### config.mk
export PLATFORM = sky130hd
export DESIGN_NAME = byte_alu_with_flags_top
export DESIGN_NICKNAME = d
export VERILOG_FILES = /design/src/rtl/balu_pkg.sv /design/src/rtl/byte_alu_with_flags_top.sv /design/src/rtl/balu_core.sv
export SDC_FILE = /design/constraint.sdc
export NUM_CORES = 1
export LEC_CHECK = 0
export ABC_CLOCK_PERIOD_IN_PS = 3300
export BUFFER_PORTS_ARGS = -buffer_cell sky130_fd_sc_hd__clkbuf_2
export CAP_MARGIN = 0
export CORE_ASPECT_RATIO = 1.4
export CORE_MARGIN = 3
export CORE_UTILIZATION = 56
export CTS_BUF_LIST = sky130_fd_sc_hd__clkbuf_2
export DETAILED_ROUTE_END_ITERATION = 16
export GPL_TIMING_DRIVEN = 0
export PLACE_DENSITY_LB_ADDON = 0.1
export SLEW_MARGIN = 5
export SYNTH_ARGS = -nofsm -noshare
export SYNTH_HDL_FRONTEND = slang
export SYNTH_SLANG_ARGS = --single-unit
### constraint.sdc
create_clock -name clk -period 3.3 [get_ports clk]
set_input_delay 0.495 -clock clk [delete_from_list [all_inputs] [get_ports clk]]
set_output_delay 0.495 -clock clk [all_outputs]
set_load 0.02 [all_outputs]
### src/rtl/balu_pkg.sv
// Package for the byte ALU with flags: opcode codes, flag layout and the
// packed transfer types of the input and result channels. No dependencies.
`default_nettype none

package balu_pkg;

  // Opcode codes carried in the opcode field.
  localparam logic [3:0] OP_ADD = 4'd0;
  localparam logic [3:0] OP_ADC = 4'd1;
  localparam logic [3:0] OP_SUB = 4'd2;
  localparam logic [3:0] OP_SBC = 4'd3;
  localparam logic [3:0] OP_AND = 4'd4;
  localparam logic [3:0] OP_XOR = 4'd5;
  localparam logic [3:0] OP_OR  = 4'd6;
  localparam logic [3:0] OP_CP  = 4'd7;
  localparam logic [3:0] OP_INC = 4'd8;
  localparam logic [3:0] OP_DEC = 4'd9;
  localparam logic [3:0] OP_DAA = 4'd10;
  localparam logic [3:0] OP_CPL = 4'd11;
  localparam logic [3:0] OP_SCF = 4'd12;
  localparam logic [3:0] OP_CCF = 4'd13;

  // Decimal-adjust constants.
  localparam logic [7:0] DAA_LOW_ADJ  = 8'h06;
  localparam logic [7:0] DAA_HIGH_ADJ = 8'h60;
  localparam logic [7:0] DAA_BCD_MAX  = 8'h99;
  localparam logic [3:0] DAA_DIGIT_MAX = 4'd9;

  // Status flags: zero, subtract, half-carry, carry.
  typedef struct packed {
    logic z;
    logic n;
    logic h;
    logic c;
  } balu_flags_t;

  // One input transfer.
  typedef struct packed {
    logic [3:0] opcode;
    logic [7:0] first_operand;
    logic [7:0] second_operand;
  } balu_in_t;

  // One result transfer.
  typedef struct packed {
    logic [7:0] result_byte;
    logic       writes_back;
    logic       zero_out;
    logic       subtract_out;
    logic       half_carry_out;
    logic       carry_out;
  } balu_out_t;

endpackage

`default_nettype wire

### src/rtl/byte_alu_with_flags_top.sv
// Top level of the byte ALU with flags: input register, ALU datapath,
// status flag register and result register. Depends on balu_pkg, balu_core.
`default_nettype none

// Usage:
// - Input channel in_valid/in_ready/in_data carries opcode and two operand
//   bytes. Result channel out_valid/out_ready/out_data carries the result
//   byte, the write-back bit and the four new flags, one result per input.
// - An accepted item is held in the input register, passes the ALU
//   logic and lands in the result register, which drives out_valid.
// - Throughput is one item per cycle while results are taken. The status
//   flag register is written at the same edge that loads the result
//   register, so the next item in the input register sees the updated
//   flags with no bubble.
// - When the receiver stalls, the result register holds; the input
//   register still takes one more item, then in_ready drops until the
//   result is taken.
// - Reset (rst_n low, synchronous) empties both registers and clears all
//   four flags.
module byte_alu_with_flags_top import balu_pkg::*; (
  input  wire       clk,
  input  wire       rst_n,
  input  wire       in_valid,
  output logic      in_ready,
  input  wire balu_in_t in_data,
  output logic      out_valid,
  input  wire       out_ready,
  output balu_out_t out_data
);

  logic        in_valid_r;
  logic        in_valid_nxt;
  balu_in_t    in_data_r;
  logic        out_valid_r;
  logic        out_valid_nxt;
  balu_out_t   out_data_r;
  balu_flags_t flags_r;
  balu_out_t   alu_res;
  balu_flags_t alu_flags;
  logic        out_free;
  logic        advance;

  // Datapath between the input and result registers.
  balu_core u_core (
    .op_in     (in_data_r),
    .flags_in  (flags_r),
    .res_out   (alu_res),
    .flags_out (alu_flags)
  );

  // Handshake: the result register frees up when empty or taken.
  assign out_free      = !out_valid_r || out_ready;
  assign advance       = in_valid_r && out_free;
  assign in_ready      = !in_valid_r || out_free;
  assign in_valid_nxt  = (in_valid && in_ready) || (in_valid_r && !out_free);
  assign out_valid_nxt = advance || (out_valid_r && !out_ready);

  // Control state.
  always_ff @(posedge clk) begin
    if (!rst_n) begin
      in_valid_r  <= 1'b0;
      out_valid_r <= 1'b0;
      flags_r     <= '0;
    end else begin
      in_valid_r  <= in_valid_nxt;
      out_valid_r <= out_valid_nxt;
      if (advance) begin
        flags_r <= alu_flags;
      end
    end
  end

  // Payload registers.
  always_ff @(posedge clk) begin
    if (in_valid && in_ready) begin
      in_data_r <= in_data;
    end
    if (advance) begin
      out_data_r <= alu_res;
    end
  end

  assign out_valid = out_valid_r;
  assign out_data  = out_data_r;

endmodule

`default_nettype wire

### src/rtl/balu_core.sv
// Combinational datapath of the byte ALU: computes result byte, write-back
// flag and new status flags from one operation. Depends on balu_pkg.
`default_nettype none

module balu_core import balu_pkg::*; (
  input  wire balu_in_t    op_in,
  input  wire balu_flags_t flags_in,
  output balu_out_t        res_out,
  output balu_flags_t      flags_out
);

  logic [3:0] op;
  logic [7:0] a;
  logic [7:0] b;
  logic       cin;
  logic [8:0] sum9;
  logic [4:0] sum_lo;
  logic [8:0] diff9;
  logic [4:0] diff_lo;
  logic [7:0] daa_adj;
  logic       daa_c;
  logic [7:0] daa_r;
  logic [7:0] r;
  logic       wb;
  balu_flags_t f;

  assign op = op_in.opcode;
  assign a  = op_in.first_operand;
  assign b  = op_in.second_operand;

  // Carry or borrow in is used only by the with-carry opcodes.
  assign cin = ((op == OP_ADC) || (op == OP_SBC)) ? flags_in.c : 1'b0;

  // Nine-bit sum and difference; the top bits give carry and borrow.
  assign sum9    = {1'b0, a} + {1'b0, b} + {8'd0, cin};
  assign sum_lo  = {1'b0, a[3:0]} + {1'b0, b[3:0]} + {4'd0, cin};
  assign diff9   = {1'b0, a} - {1'b0, b} - {8'd0, cin};
  assign diff_lo = {1'b0, a[3:0]} - {1'b0, b[3:0]} - {4'd0, cin};

  // Decimal adjust: correction term and new carry depend on the last
  // operation's direction.
  always_comb begin
    daa_adj = 8'd0;
    daa_c   = flags_in.c;
    if (!flags_in.n) begin
      if (flags_in.c || (a > DAA_BCD_MAX)) begin
        daa_adj = daa_adj | DAA_HIGH_ADJ;
        daa_c   = 1'b1;
      end
      if (flags_in.h || (a[3:0] > DAA_DIGIT_MAX)) begin
        daa_adj = daa_adj | DAA_LOW_ADJ;
      end
      daa_r = a + daa_adj;
    end else begin
      if (flags_in.c) begin
        daa_adj = daa_adj | DAA_HIGH_ADJ;
      end
      if (flags_in.h) begin
        daa_adj = daa_adj | DAA_LOW_ADJ;
      end
      daa_r = a - daa_adj;
    end
  end

  // Operation select.
  always_comb begin
    r  = a;
    wb = 1'b1;
    f  = flags_in;
    unique case (op)
      OP_ADD, OP_ADC: begin
        r = sum9[7:0];
        f = '{z: (sum9[7:0] == 8'd0), n: 1'b0, h: sum_lo[4], c: sum9[8]};
      end
      OP_SUB, OP_SBC, OP_CP: begin
        f = '{z: (diff9[7:0] == 8'd0), n: 1'b1, h: diff_lo[4], c: diff9[8]};
        if (op == OP_CP) begin
          wb = 1'b0;
        end else begin
          r = diff9[7:0];
        end
      end
      OP_AND: begin
        r = a & b;
        f = '{z: ((a & b) == 8'd0), n: 1'b0, h: 1'b1, c: 1'b0};
      end
      OP_XOR: begin
        r = a ^ b;
        f = '{z: ((a ^ b) == 8'd0), n: 1'b0, h: 1'b0, c: 1'b0};
      end
      OP_OR: begin
        r = a | b;
        f = '{z: ((a | b) == 8'd0), n: 1'b0, h: 1'b0, c: 1'b0};
      end
      OP_INC: begin
        r = a + 8'd1;
        f = '{z: (a == 8'hFF), n: 1'b0, h: (a[3:0] == 4'hF), c: flags_in.c};
      end
      OP_DEC: begin
        r = a - 8'd1;
        f = '{z: (a == 8'h01), n: 1'b1, h: (a[3:0] == 4'h0), c: flags_in.c};
      end
      OP_DAA: begin
        r = daa_r;
        f = '{z: (daa_r == 8'd0), n: flags_in.n, h: 1'b0, c: daa_c};
      end
      OP_CPL: begin
        r = ~a;
        f = '{z: flags_in.z, n: 1'b1, h: 1'b1, c: flags_in.c};
      end
      OP_SCF: begin
        wb = 1'b0;
        f  = '{z: flags_in.z, n: 1'b0, h: 1'b0, c: 1'b1};
      end
      OP_CCF: begin
        wb = 1'b0;
        f  = '{z: flags_in.z, n: 1'b0, h: 1'b0, c: ~flags_in.c};
      end
      default: begin
        // Unused opcodes leave everything unchanged.
        wb = 1'b0;
      end
    endcase
  end

  assign flags_out = f;

  always_comb begin
    res_out.result_byte    = r;
    res_out.writes_back    = wb;
    res_out.zero_out       = f.z;
    res_out.subtract_out   = f.n;
    res_out.half_carry_out = f.h;
    res_out.carry_out      = f.c;
  end

endmodule

`default_nettype wire
==> impl_metrics.env <==
export IMPL_fin_crit_sh=1.008
export IMPL_synthesis_area_um2=3717
export IMPL_chipWidth_um=74.86
export IMPL_ctsHoldBuffers=0
export IMPL_grt_pass1_wl_um=18440
export IMPL_netlist_instances=412
export IMPL_grt_max_degree=21
export IMPL_hpwl_um=9106
export IMPL_setup_slack_ps=-25.81
export IMPL_grt_remaining_overflow=0
export IMPL_port_buffers=38
export IMPL_ys_seq_area_frac=0.2989
export IMPL_vdd_drop_max_mv=0.2123
export IMPL_firstDrtPassIters=8
export IMPL_cpPeakStageDelay_ps=550
export IMPL_path_max_fanout=4
export IMPL_htree_levels=2
export IMPL_outcome="finished, violations left"
export IMPL_drtAntennaViolNets=0
export IMPL_die_h_um=102.4
export IMPL_area_delta_synth_final_pct=19.15
export IMPL_syn_avg_cell_area_um2=9.023
export IMPL_synthFlopType="edfxtp_1"
export IMPL_grt_usage=0.3288
export IMPL_setup_violations=3
export IMPL_drv_cap=0
export IMPL_drive_gt1_frac=0.2505
export IMPL_mostFrequentLayoutCells="clkbuf_2, ha_1, nand2_1"
export IMPL_startpoint_type="flop"
export IMPL_reg2reg_from="in_data_r[9]$_DFFE_PP_"
export IMPL_hp_class="primary input to flop"
export IMPL_path_class="flop to flop"
export IMPL_drt_iter0_drc=370
export IMPL_clock_sink_count=39
export IMPL_timing_hold_ws_ps=238.0
export IMPL_core_area_um2=6339
export IMPL_diodes=0
export IMPL_routedWlPerCell_um=21.78
export IMPL_clockBufferDepth=2
export IMPL_rows=34
export IMPL_syn_num_nets=483
export IMPL_die_area_um2=7666
export IMPL_crit_arrival_ps=3490
export IMPL_cts_buffers=5
export IMPL_violations="setup timing"
export IMPL_cts_tree="yes"
export IMPL_final_common_cell="clkbuf_2"
export IMPL_fmaxAchievable_mhz=300.7
export IMPL_final_util=0.6988
export IMPL_min_delay_path_depth=1
export IMPL_antenna_found_initial=0
export IMPL_grt_pass1_vias=3453
export IMPL_max_slew_margin_rel=0.3334
export IMPL_synthArstFlopShare=0
export IMPL_ff2ff_setup_slack_ps=-30
export IMPL_synth_edf_count=33
export IMPL_worstPathCellList="inv_4 > ha_4 > o21ai_2 > a311o_1 > a21oi_2 > ha_1 > nand2_1 > o21ai_1 > ha_2 > or4b_4 > nand3_2 > nor3_4 > a41oi_2 > nand2_1"
export IMPL_cp_slowest_cell="edfxtp_1"
export IMPL_vias=3647
export IMPL_end_kind="flop"
export IMPL_ff2ff_path_depth=14
export IMPL_clkTransAtPathRegs_ps=210
export IMPL_cts_root_buf="clkbuf_2"
export IMPL_cp_common_cell="nand2_1"
export IMPL_crit_required_ps=3460
export IMPL_drc_errors=0
export IMPL_powerDensity_nw_per_um2=350.0
export IMPL_final_nets=553
export IMPL_min_to="in_data_r[5]$_DFFE_PP_"
export IMPL_clk_latency_ps=410
export IMPL_initial_core_util=0.5865
export IMPL_wl_um=12090
export IMPL_power_leakage_nw=1.895
export IMPL_pin_count=39
export IMPL_vias_per_cell=6.571
export IMPL_maxSlewViolCount=0
export IMPL_yosysUniqueCellTypes=65
export IMPL_min_from="in_data[5]"
export IMPL_synth_warnings=0
export IMPL_fill_cells=502
export IMPL_rsz0062_at_grt="true"
export IMPL_post_route_min_period_ps=3326
export IMPL_hold_violations=0
export IMPL_gp_congestion=1.031
export IMPL_r2r_end="out_data[3]$_DFFE_PP_"
export IMPL_finClkSkew_ps=26.77
export IMPL_tightest_slew_ps=999.9
export IMPL_synth_seq_cells=39
layer usage:
metal | wire length, um | up-vias | track usage
met5 | 0 | - | 0
met4 | 873 | 0 | 0.1740
met3 | 918 | 58 | 0.05610
met2 | 5832 | 232 | 0.5517
met1 | 4465 | 1684 | 0.3935
li1 | - | 1673 | -
worst max-delay path: cells and delay by family (launching register included):
kind | cells | cell delay (ps)
DFF | 1 | 550
buffers and inverters | 1 | 140
and+or+nand+nor | 5 | 870
AOI/OAI and AO/OA | 5 | 870
adders and majority gates | 3 | 630
sequential cells by signal (all words and copies together), names as in the netlist:
register and cells:
out_data 13, flags_r 4, out_valid 1, in_valid_r 1
in_data_r 20
cell families after synthesis:
family | synth area share
buf+inv | 0.05385
xor+xnor | 0.05655
flops | 0.2989
compound gates | 0.2087
mux | 0.03803
fa+ha+maj | 0.1663
simple gates | 0.1777
Yosys cell counts (all sizes together) (2+ instances only):
cell type / number / area [um^2]
o221a: 2 / 22.52
buf: 9 / 48.80
o22ai: 6 / 37.54
o32ai: 4 / 35.03
a21o: 9 / 68.82
nand4: 10 / 62.56
fa: 4 / 80.08
a21oi: 23 / 126.4
o211ai: 5 / 37.54
o21ai: 24 / 120.1
nor4: 6 / 37.54
and3: 5 / 31.28
mux2i: 13 / 130.1
a221oi: 4 / 41.29
nand2: 34 / 127.6
and2b: 3 / 22.52
and2: 2 / 12.51
inv: 31 / 116.4
o221ai: 3 / 26.28
nand3: 9 / 45.04
a211oi: 2 / 15.01
a221o: 2 / 20.02
nand4b: 2 / 17.52
nor3: 12 / 65.06
dfxtp: 6 / 120.1
nor3b: 2 / 15.01
ha: 43 / 538.0
or3: 3 / 23.77
nor2b: 8 / 50.05
xor2: 10 / 87.58
a22oi: 3 / 22.52
edfxtp: 33 / 991.0
o21a: 5 / 37.54
clkbuf: 9 / 35.03
a31oi: 5 / 31.28
nand2b: 3 / 18.77
xnor2: 14 / 122.6
nor2: 26 / 97.59
metrics by stage:
stage / cells / power (W) / setup WS [ps] / setup TNS (ps) / cell area, um^2
final: 555 / 0.001550 / -25.81 / -50.65 / 4429
after global routing: 555 / 0.001627 / -178.8 / -564.8 / 4429
after CTS: 542 / 0.001486 / 0.1814 / 0 / 4240
after detailed placement: 522 / 0.001156 / -618.1 / -4643 / 4004
after global placement: 522 / 0.001143 / -605.6 / -4483 / 4004
after floorplan: 412 / 0.001005 / -32.43 / -32.43 / 3724
power by group:
part	leakage [nW]	total (W)	switching [W]	internal (W)
logic	1.48	0.000655	0.000384	0.000271
registers	0.368	0.000599	0.0000258	0.000573
clock network	0.0432	0.000296	0.000162	0.000135
total	1.90	0.00155	0.000571	0.000979
worst max-delay path by stage:
stage	end	slack (ps)	from
6_report	out_data[3]$_DFFE_PP_	-30	in_data_r[9]$_DFFE_PP_
3_5_place_dp	out_data[11]$_DFFE_PP_	-620	in_data_r[16]$_DFFE_PP_
2_1_floorplan	out_data[3]$_DFFE_PP_	-30	in_data_r[9]$_DFFE_PP_
4_1_cts	out_data[12]$_DFFE_PP_	0.2	in_data_r[9]$_DFFE_PP_
3_3_place_gp	out_data[11]$_DFFE_PP_	-610	in_data_r[16]$_DFFE_PP_
5_1_grt	out_data[3]$_DFFE_PP_	-180	in_data_r[8]$_DFFE_PP_
layout make-up:
cell class | count | area [um^2] | area share
inverters | 31 | 118.9 | 0.02684
plain buffers | 14 | 88.84 | 0.02006
multi-input cells | 324 | 2547 | 0.5751
flip-flops and latches | 39 | 1111 | 0.2508
clock inverters | 1 | 30.03 | 0.006780
clock buffers | 7 | 35.03 | 0.007910
repair buffers | 67 | 407.9 | 0.09209
well taps | 72 | 90.09 | 0.02034
what timing repair did:
| item | 4_1_cts | 5_1_grt |
|---|---|---|
| endpoints found under the setup margin | 11 | 10 |
| setup buffers | 15 | 14 |
| pin swaps | 8 | 13 |
| resized for setup | 20 | 19 |
No activity file was read; power rests on OpenSTA's default activity.
